<file path="src/svc_pkg.sv">
// Shared constants, types and character-class functions for the semver string checker.
package svc_pkg;

    localparam int CHAR_W     = 8;
    localparam int APB_ADDR_W = 3;
    localparam int APB_DATA_W = 32;

    // Register map: index is the word address (paddr[2])
    localparam logic REG_MOD_ENABLE   = 1'b0;
    localparam logic ALLOW_MOD_RESET  = 1'b1;

    localparam logic [3:0] COMPAT_LEN     = 4'd11;
    localparam logic [3:0] NON_COMPAT_LEN = 4'd15;

    localparam logic [CHAR_W-1:0] CH_NUL   = 8'h00;
    localparam logic [CHAR_W-1:0] CH_DOT   = 8'h2E;
    localparam logic [CHAR_W-1:0] CH_DASH  = 8'h2D;
    localparam logic [CHAR_W-1:0] CH_PLUS  = 8'h2B;
    localparam logic [CHAR_W-1:0] CH_UNDER = 8'h5F;
    localparam logic [CHAR_W-1:0] CH_N     = 8'h6E;

    typedef enum logic [2:0] {
        PH_NUM,
        PH_SUFFIX,
        PH_AFTER_SUFFIX,
        PH_PRE_FIRST,
        PH_PRE_BODY,
        PH_META_FIRST,
        PH_META_BODY
    } t_phase;

    // One processed byte, handed from the parser to the result register
    typedef struct packed {
        logic fire;
        logic is_end;
        logic verdict;
    } t_step;

    function automatic logic is_digit(input logic [CHAR_W-1:0] c);
        return c inside {[8'h30:8'h39]};
    endfunction

    function automatic logic is_alnum(input logic [CHAR_W-1:0] c);
        return c inside {[8'h30:8'h39], [8'h41:8'h5A], [8'h61:8'h7A]};
    endfunction

    function automatic logic is_part_char(input logic [CHAR_W-1:0] c);
        return is_alnum(c) || (c == CH_DOT) || (c == CH_DASH);
    endfunction

    // Expected byte of the plain or the "non" compatibility suffix at a position
    function automatic logic [CHAR_W-1:0] suffix_char(input logic is_non, input logic [3:0] pos);
        logic [CHAR_W-1:0] ch;
        ch = CH_NUL;
        if (is_non) begin
            case (pos)
                4'd0:    ch = "_";
                4'd1:    ch = "n";
                4'd2:    ch = "o";
                4'd3:    ch = "n";
                4'd4:    ch = "_";
                4'd5:    ch = "c";
                4'd6:    ch = "o";
                4'd7:    ch = "m";
                4'd8:    ch = "p";
                4'd9:    ch = "a";
                4'd10:   ch = "t";
                4'd11:   ch = "i";
                4'd12:   ch = "b";
                4'd13:   ch = "l";
                4'd14:   ch = "e";
                default: ch = CH_NUL;
            endcase
        end else begin
            case (pos)
                4'd0:    ch = "_";
                4'd1:    ch = "c";
                4'd2:    ch = "o";
                4'd3:    ch = "m";
                4'd4:    ch = "p";
                4'd5:    ch = "a";
                4'd6:    ch = "t";
                4'd7:    ch = "i";
                4'd8:    ch = "b";
                4'd9:    ch = "l";
                4'd10:   ch = "e";
                default: ch = CH_NUL;
            endcase
        end
        return ch;
    endfunction

endpackage

</file>
<file path="src/svc_if.sv">
// Valid/ready channel interfaces for input bytes and verdicts.
interface svc_char_if;
    logic       valid;
    logic       ready;
    logic [7:0] character;

    modport source (output valid, output character, input ready);
    modport sink   (input valid, input character, output ready);
endinterface


</file>
<file path="src/svc_parser.sv">
// Input register and per-byte recognizer state machine.
module svc_parser (
    input  logic           i_clk,
    input  logic           i_rst_n,
    svc_char_if.sink       i_char_ch,
    input  logic           i_allow_mod,
    input  logic           i_out_free,
    output svc_pkg::t_step o_step
);
    import svc_pkg::*;

    logic              r_in_valid;
    logic [CHAR_W-1:0] r_char;

    t_phase      r_phase, n_phase;
    logic [1:0]  r_dot_count, n_dot_count;
    logic        r_saw_digit, n_saw_digit;
    logic [3:0]  r_suffix_pos, n_suffix_pos;
    logic        r_suffix_non, n_suffix_non;
    logic        r_failed, n_failed;

    logic        w_fire;
    logic        w_is_end;
    logic        w_verdict;
    logic        w_eff_non;
    logic [3:0]  w_len;

    assign w_is_end = (r_char == CH_NUL);
    // A terminator needs room in the result register; other bytes always move on
    assign w_fire   = r_in_valid && (!w_is_end || i_out_free);
    assign i_char_ch.ready = !r_in_valid || w_fire;

    // Input register
    always_ff @(posedge i_clk) begin
        if (!i_rst_n) begin
            r_in_valid <= 1'b0;
        end else if (i_char_ch.ready) begin
            r_in_valid <= i_char_ch.valid;
        end
    end

    always_ff @(posedge i_clk) begin
        if (i_char_ch.valid && i_char_ch.ready) begin
            r_char <= i_char_ch.character;
        end
    end

    // Verdict for the string so far
    always_comb begin
        w_verdict = 1'b0;
        if (!r_failed) begin
            case (r_phase)
                PH_NUM:          w_verdict = (r_dot_count == 2'd2) && r_saw_digit;
                PH_AFTER_SUFFIX: w_verdict = 1'b1;
                PH_PRE_BODY:     w_verdict = 1'b1;
                PH_META_BODY:    w_verdict = 1'b1;
                default:         w_verdict = 1'b0;
            endcase
        end
    end

    // Suffix match helpers
    assign w_eff_non = r_suffix_non || ((r_suffix_pos == 4'd1) && (r_char == CH_N));
    assign w_len     = w_eff_non ? NON_COMPAT_LEN : COMPAT_LEN;

    // Next state
    always_comb begin
        n_phase      = r_phase;
        n_dot_count  = r_dot_count;
        n_saw_digit  = r_saw_digit;
        n_suffix_pos = r_suffix_pos;
        n_suffix_non = r_suffix_non;
        n_failed     = r_failed;
        if (w_fire) begin
            if (w_is_end) begin
                n_phase      = PH_NUM;
                n_dot_count  = 2'd0;
                n_saw_digit  = 1'b0;
                n_suffix_pos = 4'd0;
                n_suffix_non = 1'b0;
                n_failed     = 1'b0;
            end else if (!r_failed) begin
                case (r_phase)
                    PH_NUM: begin
                        if (is_digit(r_char)) begin
                            n_saw_digit = 1'b1;
                        end else if (r_char == CH_DOT) begin
                            if (!r_saw_digit || (r_dot_count == 2'd2)) begin
                                n_failed = 1'b1;
                            end else begin
                                n_dot_count = r_dot_count + 2'd1;
                                n_saw_digit = 1'b0;
                            end
                        end else if ((r_dot_count != 2'd2) || !r_saw_digit || !i_allow_mod) begin
                            n_failed = 1'b1;
                        end else if (r_char == CH_UNDER) begin
                            n_phase      = PH_SUFFIX;
                            n_suffix_pos = 4'd1;
                            n_suffix_non = 1'b0;
                        end else if (r_char == CH_DASH) begin
                            n_phase = PH_PRE_FIRST;
                        end else if (r_char == CH_PLUS) begin
                            n_phase = PH_META_FIRST;
                        end else begin
                            n_failed = 1'b1;
                        end
                    end
                    PH_SUFFIX: begin
                        n_suffix_non = w_eff_non;
                        if ((r_suffix_pos >= w_len)
                                || (r_char != suffix_char(w_eff_non, r_suffix_pos))) begin
                            n_failed = 1'b1;
                        end else begin
                            n_suffix_pos = r_suffix_pos + 4'd1;
                            if ((r_suffix_pos + 4'd1) == w_len) begin
                                n_phase = PH_AFTER_SUFFIX;
                            end
                        end
                    end
                    PH_AFTER_SUFFIX: begin
                        if (r_char == CH_DASH) begin
                            n_phase = PH_PRE_FIRST;
                        end else if (r_char == CH_PLUS) begin
                            n_phase = PH_META_FIRST;
                        end else begin
                            n_failed = 1'b1;
                        end
                    end
                    PH_PRE_FIRST: begin
                        if (is_alnum(r_char)) n_phase = PH_PRE_BODY;
                        else n_failed = 1'b1;
                    end
                    PH_PRE_BODY: begin
                        if (r_char == CH_PLUS) n_phase = PH_META_FIRST;
                        else if (!is_part_char(r_char)) n_failed = 1'b1;
                    end
                    PH_META_FIRST: begin
                        if (is_alnum(r_char)) n_phase = PH_META_BODY;
                        else n_failed = 1'b1;
                    end
                    PH_META_BODY: begin
                        if (!is_part_char(r_char)) n_failed = 1'b1;
                    end
                    default: begin
                        n_failed = 1'b1;
                    end
                endcase
            end
        end
    end

    // State registers
    always_ff @(posedge i_clk) begin
        if (!i_rst_n) begin
            r_phase      <= PH_NUM;
            r_dot_count  <= 2'd0;
            r_saw_digit  <= 1'b0;
            r_suffix_pos <= 4'd0;
            r_suffix_non <= 1'b0;
            r_failed     <= 1'b0;
        end else begin
            r_phase      <= n_phase;
            r_dot_count  <= n_dot_count;
            r_saw_digit  <= n_saw_digit;
            r_suffix_pos <= n_suffix_pos;
            r_suffix_non <= n_suffix_non;
            r_failed     <= n_failed;
        end
    end

    assign o_step.fire    = w_fire;
    assign o_step.is_end  = w_is_end;
    assign o_step.verdict = w_verdict;

endmodule

</file>
<file path="src/flat_wrapper.sv">
// flat-port wrapper written by rule: the top's interface ports become plain ports
module svc_parser_flat import svc_pkg::*;
  (i_clk, i_rst_n, i_allow_mod, i_out_free, o_step, i_char_ch_valid, i_char_ch_character, i_char_ch_ready);
  svc_char_if i_char_ch_i ();
  input  logic i_clk;
  input  logic i_rst_n;
  input  logic i_allow_mod;
  input  logic i_out_free;
  output svc_pkg::t_step o_step;
  input wire logic [$bits(i_char_ch_i.valid)-1:0] i_char_ch_valid;
  input wire logic [$bits(i_char_ch_i.character)-1:0] i_char_ch_character;
  output wire logic [$bits(i_char_ch_i.ready)-1:0] i_char_ch_ready;
  assign i_char_ch_i.valid = i_char_ch_valid;
  assign i_char_ch_i.character = i_char_ch_character;
  assign i_char_ch_ready = i_char_ch_i.ready;
  svc_parser u_core (.i_clk(i_clk), .i_rst_n(i_rst_n), .i_char_ch(i_char_ch_i), .i_allow_mod(i_allow_mod), .i_out_free(i_out_free), .o_step(o_step));
endmodule
</file>
<file path="config.mk">
export PLATFORM = sky130hd
export DESIGN_NAME = svc_parser_flat
export DESIGN_NICKNAME = d
export VERILOG_FILES = /design/src/svc_pkg.sv /design/src/svc_if.sv /design/src/svc_parser.sv /design/src/flat_wrapper.sv
export SDC_FILE = /design/constraint.sdc
export NUM_CORES = 1
export LEC_CHECK = 0
export BUFFER_PORTS_ARGS = -buffer_cell sky130_fd_sc_hd__buf_2
export CAP_MARGIN = 20
export CORE_ASPECT_RATIO = 0.8
export CORE_MARGIN = 2
export CORE_UTILIZATION = 45
export CTS_CLUSTER_SIZE = 12
export DETAILED_ROUTE_END_ITERATION = 10
export GPL_ROUTABILITY_DRIVEN = 0
export GPL_TIMING_DRIVEN = 0
export SYNTH_ARGS = -nofsm -noshare
export SYNTH_HDL_FRONTEND = slang
export SYNTH_SLANG_ARGS = --single-unit
</file>
<file path="constraint.sdc">
create_clock -name i_clk -period 4.8 [get_ports i_clk]
set_clock_uncertainty 0.1 [all_clocks]
set_input_delay 1.2 -clock i_clk [delete_from_list [all_inputs] [get_ports i_clk]]
set_output_delay 1.2 -clock i_clk [all_outputs]
set_load 0.02 [all_outputs]
</file>
; Word-level counts from Yosys, hierarchy flattened
; Memories as Yosys holds them, arrays and structs flattened. A register that Yosys moved wholly into a read port is not among the register bits.
; Cells that the tools add are included.
; Widths: inputs -> output; s select.
[word_totals]
reg_bits = 21
latchBits = 0
mem_bits_rw = 0
romBits = 224
input_bits = 13
word_cells = 148
n_memories = 2
[classes]
add_sub_neg = 2
n_mul = 0
n_div = 0
order_cmp = 7
n_eq_ne = 28
shift = 0
mux = 66
n_bitwise = 0
n_reduce_logical = 35
[mem_list]
columns = name, words, width, read_ports, rd_clocked_by_memory_dff, write_ports, line_no
row1 = (no name shown), 16, 7, 1, 1, 0, svc_pkg.sv:56  ; case (pos)
row2 = (no name shown), 16, 7, 1, 1, 0, svc_pkg.sv:75  ; case (pos)
[ops]
columns = operator, count
row1 = $mux 4, 11
row2 = $mux 8, 5
row3 = $mux 3, 13
row4 = $mux 1, 26
row5 = $eq 8x6->1 const B, 3
row6 = $pmux 3 s6, 1
row7 = $eq 8x7->1 const B, 2
row8 = $ge 8x7->1 const B, 2
row9 = $le 8x7->1 const B, 2
row10 = $ne 3x2->1 const B, 5
row11 = $mux 2, 6
row12 = $ne 3x1->1 const B, 4
row13 = $reduce_and 10->1, 1
row14 = $eq 3x3->1 const B, 3
row15 = $logic_or 1x1->1, 9
row16 = $reduce_bool 3->1, 3
row17 = $ge 8x6->1 const B, 1
row18 = $le 8x6->1 const B, 1
row19 = $logic_not 8->1, 1
row20 = $ne 8x8->1, 1
row21 = $pmux 4 s2, 1
row22 = $reduce_and 8->1, 1
row23 = $logic_and 1x1->1, 7
row24 = $reduce_and 7->1, 1
row25 = other kinds (20), 28

; Logic depth before layout (Yosys ltp)
[depth]
word_depth = 16
depth_mapped = 17

; Worst setup path before layout
; Ideal clock, no wire load.
[synth_timing]
kind = flip-flop to flip-flop
startpoint = register u_core.r_suffix_pos[0]
endpoint = register with a tool-made name
arrival_ns = 3.777
path_slack_ns = 0.802
stages_incl_launch_ff = 17
path_buffers = 0
synth_period_minus_slack_ns = 3.998
cell_sequence = dfxtp_1 > ha_1 > nor3b_1 > a31oi_1 > ha_1 > a21o_1 > a21oi_1 > o211a_2 > nand3_1 > a211o_1 > and2_1 > o21ai_0 > ha_1 > inv_1 > or4_1 > o21ai_0 > o31ai_1
[synth_rtl]
columns = item, line_no
row1 = from (decl), svc_parser.sv:18  ; logic [3:0] r_suffix_pos, n_suffix_pos;
row2 = from (signal assigned), svc_parser.sv:165  ; r_suffix_pos <= n_suffix_pos;

==> summary by stage <==
Global route
Entering global routing, the biggest net connects 14 pins. For this run the aggregate overflow at the end of global routing stands at 0. The via count of the first global-routing pass is 2271.

The initial antenna violation count came to 0. The first global-routing pass estimated 11900 um of wire. The total global-route track usage is 0.217.

Setup path
At the worst endpoint, the arrival time is 4560 ps. Walking the worst path, the cells encountered are ha_1, nor3b_2, a31oi_1, ha_1, a21o_1, a21oi_1, o211a_2, nand3_1, a211o_1, and2_1, o21ai_1, ha_1, inv_1, or4_1, o21ai_0, o31ai_1. The startpoint type of the worst setup path is a flip-flop. For this run, the slowest stage of the critical path takes 500 ps.

The category of the worst setup path capture point is a flip-flop. The worst path buffer plus inverter count is 1. The type of the setup path with the least slack is flip-flop to flip-flop. The largest fanout on the critical path is 8.

The required time at the worst-slack endpoint is 4870 ps. The family with the most delay on the worst path is compound AO/OA/AOI/OAI gates. The cell at the slowest stage of the critical path is or4_1.

Among the stages of the critical path, the cell type that occurs most often is ha_1.

Yosys
The number of enable-type register cells in the synthesized netlist is 8. When the netlist entered floorplanning its net count stood at 357. Synthesis produced a netlist whose cell count is 330. The synthesis-stage register bit count is 35.

The most used flip-flop cell after synthesis is dfxtp_1. Averaged over all synthesized cells, the footprint is 8.76 um2. For this run, asynchronously set or reset flops after synthesis account for 0. For this run, the register share of the synthesized area comes to 0.270. The synthesized netlist contains 80 unique library cells. The warning count from the yosys run is 0. The mapped netlist covers 2890 um2.

Clocking
The number of hold buffers added after CTS is 0. The clock edge transition at the registers on the reported setup and hold paths is 90 ps. The total setup buffers inserted after CTS is 0.

The number of gates resized after cts is 0. The clock sink count is 35. The clock buffer count from CTS is 5. The maximum level of the CTS H-tree is 2. TritonCTS built the clock tree. The tree is rooted in a clkbuf_8. The latest clock arrival within the worst-skew pair is 300 ps.

The longest clock path from root to sink contains 2 buffers.

Placed design
During placement, the flow inserted port buffers numbering 16. After legalization and detailed placement, the total HPWL measured 5660 um. The number of placed instances with taps included is 430. In this run the cell area measured after placement is 3080 um2.

Drt
For this run, design rule violations remaining after detail routing come to 0. The via count is 2631. Using the TritonRoute via totals, the vias-per-cell ratio works out to 6.01. The total wire length after detailed routing is 7420 um. In this run, the number of DRC markers left after iteration 0 of detailed routing was 184. The routed wirelength normalized by instance count is 16.9 um. The first detailed-routing pass ran for 4 iterations.

The remaining antenna violation count after routing is 0.

Layout
The synthesis-to-finish area growth is 10.5%. The final cell count without fillers is 438. The commonest non-fill, non-tap cell in the layout is nor2_1. For this run, the post-layout net count is 380. The library cells used most frequently in the layout, excluding fill and tap cells, are 29 x nor2_1, 27 x dfxtp_1, 23 x a21oi_1. The layout cell share with drive strength beyond 1 is 0.203. The count of antenna diodes in the layout is 0.

Once layout is done, the placed cells without fillers occupy 3190 um2. The core utilization of the finished layout is 0.506.

Timing
Adding up every negative setup slack in the final design gives 0 ps. Setup violations remaining at the end of the flow were counted as 0. The worst slew slack as a fraction of its limit is 0.490.

The total count of hold-check failures in the final report is 0. The worst path in the final design needs a cycle of 4480 ps, including I/O delays and setup. The top achievable clock speed is 223 MHz. The final number of max-transition violations came to 0. The worst hold margin is 409 ps. Dividing the final minimum period by the clock period gives 0.933. Setup repair after global routing left no endpoint under its margin. The pin slew with the least headroom to its limit is 765 ps.

Power
The leakage power figure is 1.21 nW. The peak supply drop is 89.1 uV. The power density relative to cell area is 216 nW/um2.

Die
The horizontal extent of the die is 93.6 um. The top-level I/O count is 17. The overall die area is 7080 um2. The initial utilization of the core area, before any placement, comes to 0.458. The floorplan has 26 rows. From bottom edge to top edge, the die measures 75.7 um. The region available for standard cell placement spans 6310 um2.

Status
The flow ran to the end, and the final reports show no timing, DRC or antenna violations.

Job
Across the run, the number of max-cap violations was 0.

Hold path
The classification of the worst-slack hold path is flip-flop to flip-flop.
==> kinds of logic (layout without fill, tap and decap cells) <==
| kind of cell | Yosys count | after routing | synth area share |
|---|---|---|---|
| buf+inv | 37 | 61 | 0.0645 |
| mux | 7 | 7 | 0.0290 |
| flops | 35 | 35 | 0.270 |
| fa+ha+maj | 14 | 14 | 0.0606 |
| simple gates | 134 | 134 | 0.296 |
| xor+xnor | 6 | 6 | 0.0182 |
| compound gates | 97 | 97 | 0.261 |
==> final cells by class <==
cell class / count / area [um2]
fillers: 634 / 3120
plain buffers: 15 / 104
clock buffers: 5 / 68.8
inverters: 22 / 82.6
repair buffers: 16 / 80.1
multi-input cells: 258 / 1930
well taps: 84 / 105
flip-flops and latches: 35 / 781
clock inverters: 3 / 45.0
==> metal layers <==
layer,GRT usage,up-vias,routed length [um]
li1,-,1281,-
met1,0.341,1248,3850
met2,0.306,91,3090
met3,0.0455,11,395
met4,0.0370,0,86
met5,0,-,0
==> worst reg2reg max path: stages, from the launching register on <==
cell	delay (ps)
dfxtp_1	480
ha_1	200
nor3b_2	310
a31oi_1	210
ha_1	310
a21o_1	160
a21oi_1	260
o211a_2	320
nand3_1	240
a211o_1	390
and2_1	190
o21ai_1	250
ha_1	190
inv_1	60
or4_1	500
o21ai_0	90
o31ai_1	110
==> through the flow <==
stage | worst slack, ps | total power, mW
floorplan | 802 | 0.388
global placement | 154 | 0.411
detailed placement | 80.4 | 0.411
CTS | 34.0 | 0.692
global route | 81.6 | 0.714
finish | 319 | 0.690
==> worst paths after layout <==
path / end / from / slack (ps) / depth (start not counted)
max: flip-flop / u_core.r_suffix_pos[0]$_SDFFE_PN0N_ / 320 / 16
min: u_core.r_dot_count[1]$_SDFFE_PN0P_ / u_core.r_dot_count[1]$_SDFFE_PN0P_ / 410 / 2
max reg2reg: flip-flop / u_core.r_suffix_pos[0]$_SDFFE_PN0N_ / 320 / 16
min reg2reg: u_core.r_dot_count[1]$_SDFFE_PN0P_ / u_core.r_dot_count[1]$_SDFFE_PN0P_ / 410 / 2
==> synthesized netlist by cell type, types with 3 or more instances <==
| library cell | count | area share |
|---|---|---|
| nor2b_1 | 4 | 0.0087 |
| clkbuf_1 | 5 | 0.0065 |
| nand2_1 | 18 | 0.023 |
| a31oi_1 | 5 | 0.011 |
| inv_2 | 3 | 0.0039 |
| nand2b_1 | 14 | 0.030 |
| nor2_1 | 29 | 0.038 |
| ha_1 | 14 | 0.061 |
| dfxtp_1 | 27 | 0.19 |
| nor4_4 | 5 | 0.037 |
| nand3b_1 | 3 | 0.0078 |
| nor3_1 | 6 | 0.010 |
| nor4_1 | 3 | 0.0065 |
| nand4b_1 | 4 | 0.012 |
| nand3_1 | 13 | 0.023 |
| buf_6 | 4 | 0.016 |
| a211oi_1 | 4 | 0.010 |
| xnor2_1 | 5 | 0.015 |
| and2_1 | 4 | 0.0087 |
| buf_4 | 4 | 0.010 |
| mux2i_1 | 5 | 0.017 |
| o31ai_1 | 3 | 0.0078 |
| o21a_1 | 3 | 0.0078 |
| edfxtp_1 | 8 | 0.083 |
| inv_1 | 18 | 0.023 |
| a21oi_1 | 23 | 0.040 |
| or2b_1 | 3 | 0.0078 |
| and3_1 | 3 | 0.0065 |
| or4_1 | 3 | 0.0078 |
| o21ai_0 | 22 | 0.038 |
| nand4_1 | 4 | 0.0087 |
==> where the power goes <==
part | internal (mW) | switching, mW | total, mW
clock | 0.157 | 0.127 | 0.284
sequential | 0.308 | 0.00791 | 0.316
combinational | 0.0365 | 0.0533 | 0.0898
total | 0.502 | 0.188 | 0.690
Note: power is estimated with default switching activity, not from simulation.
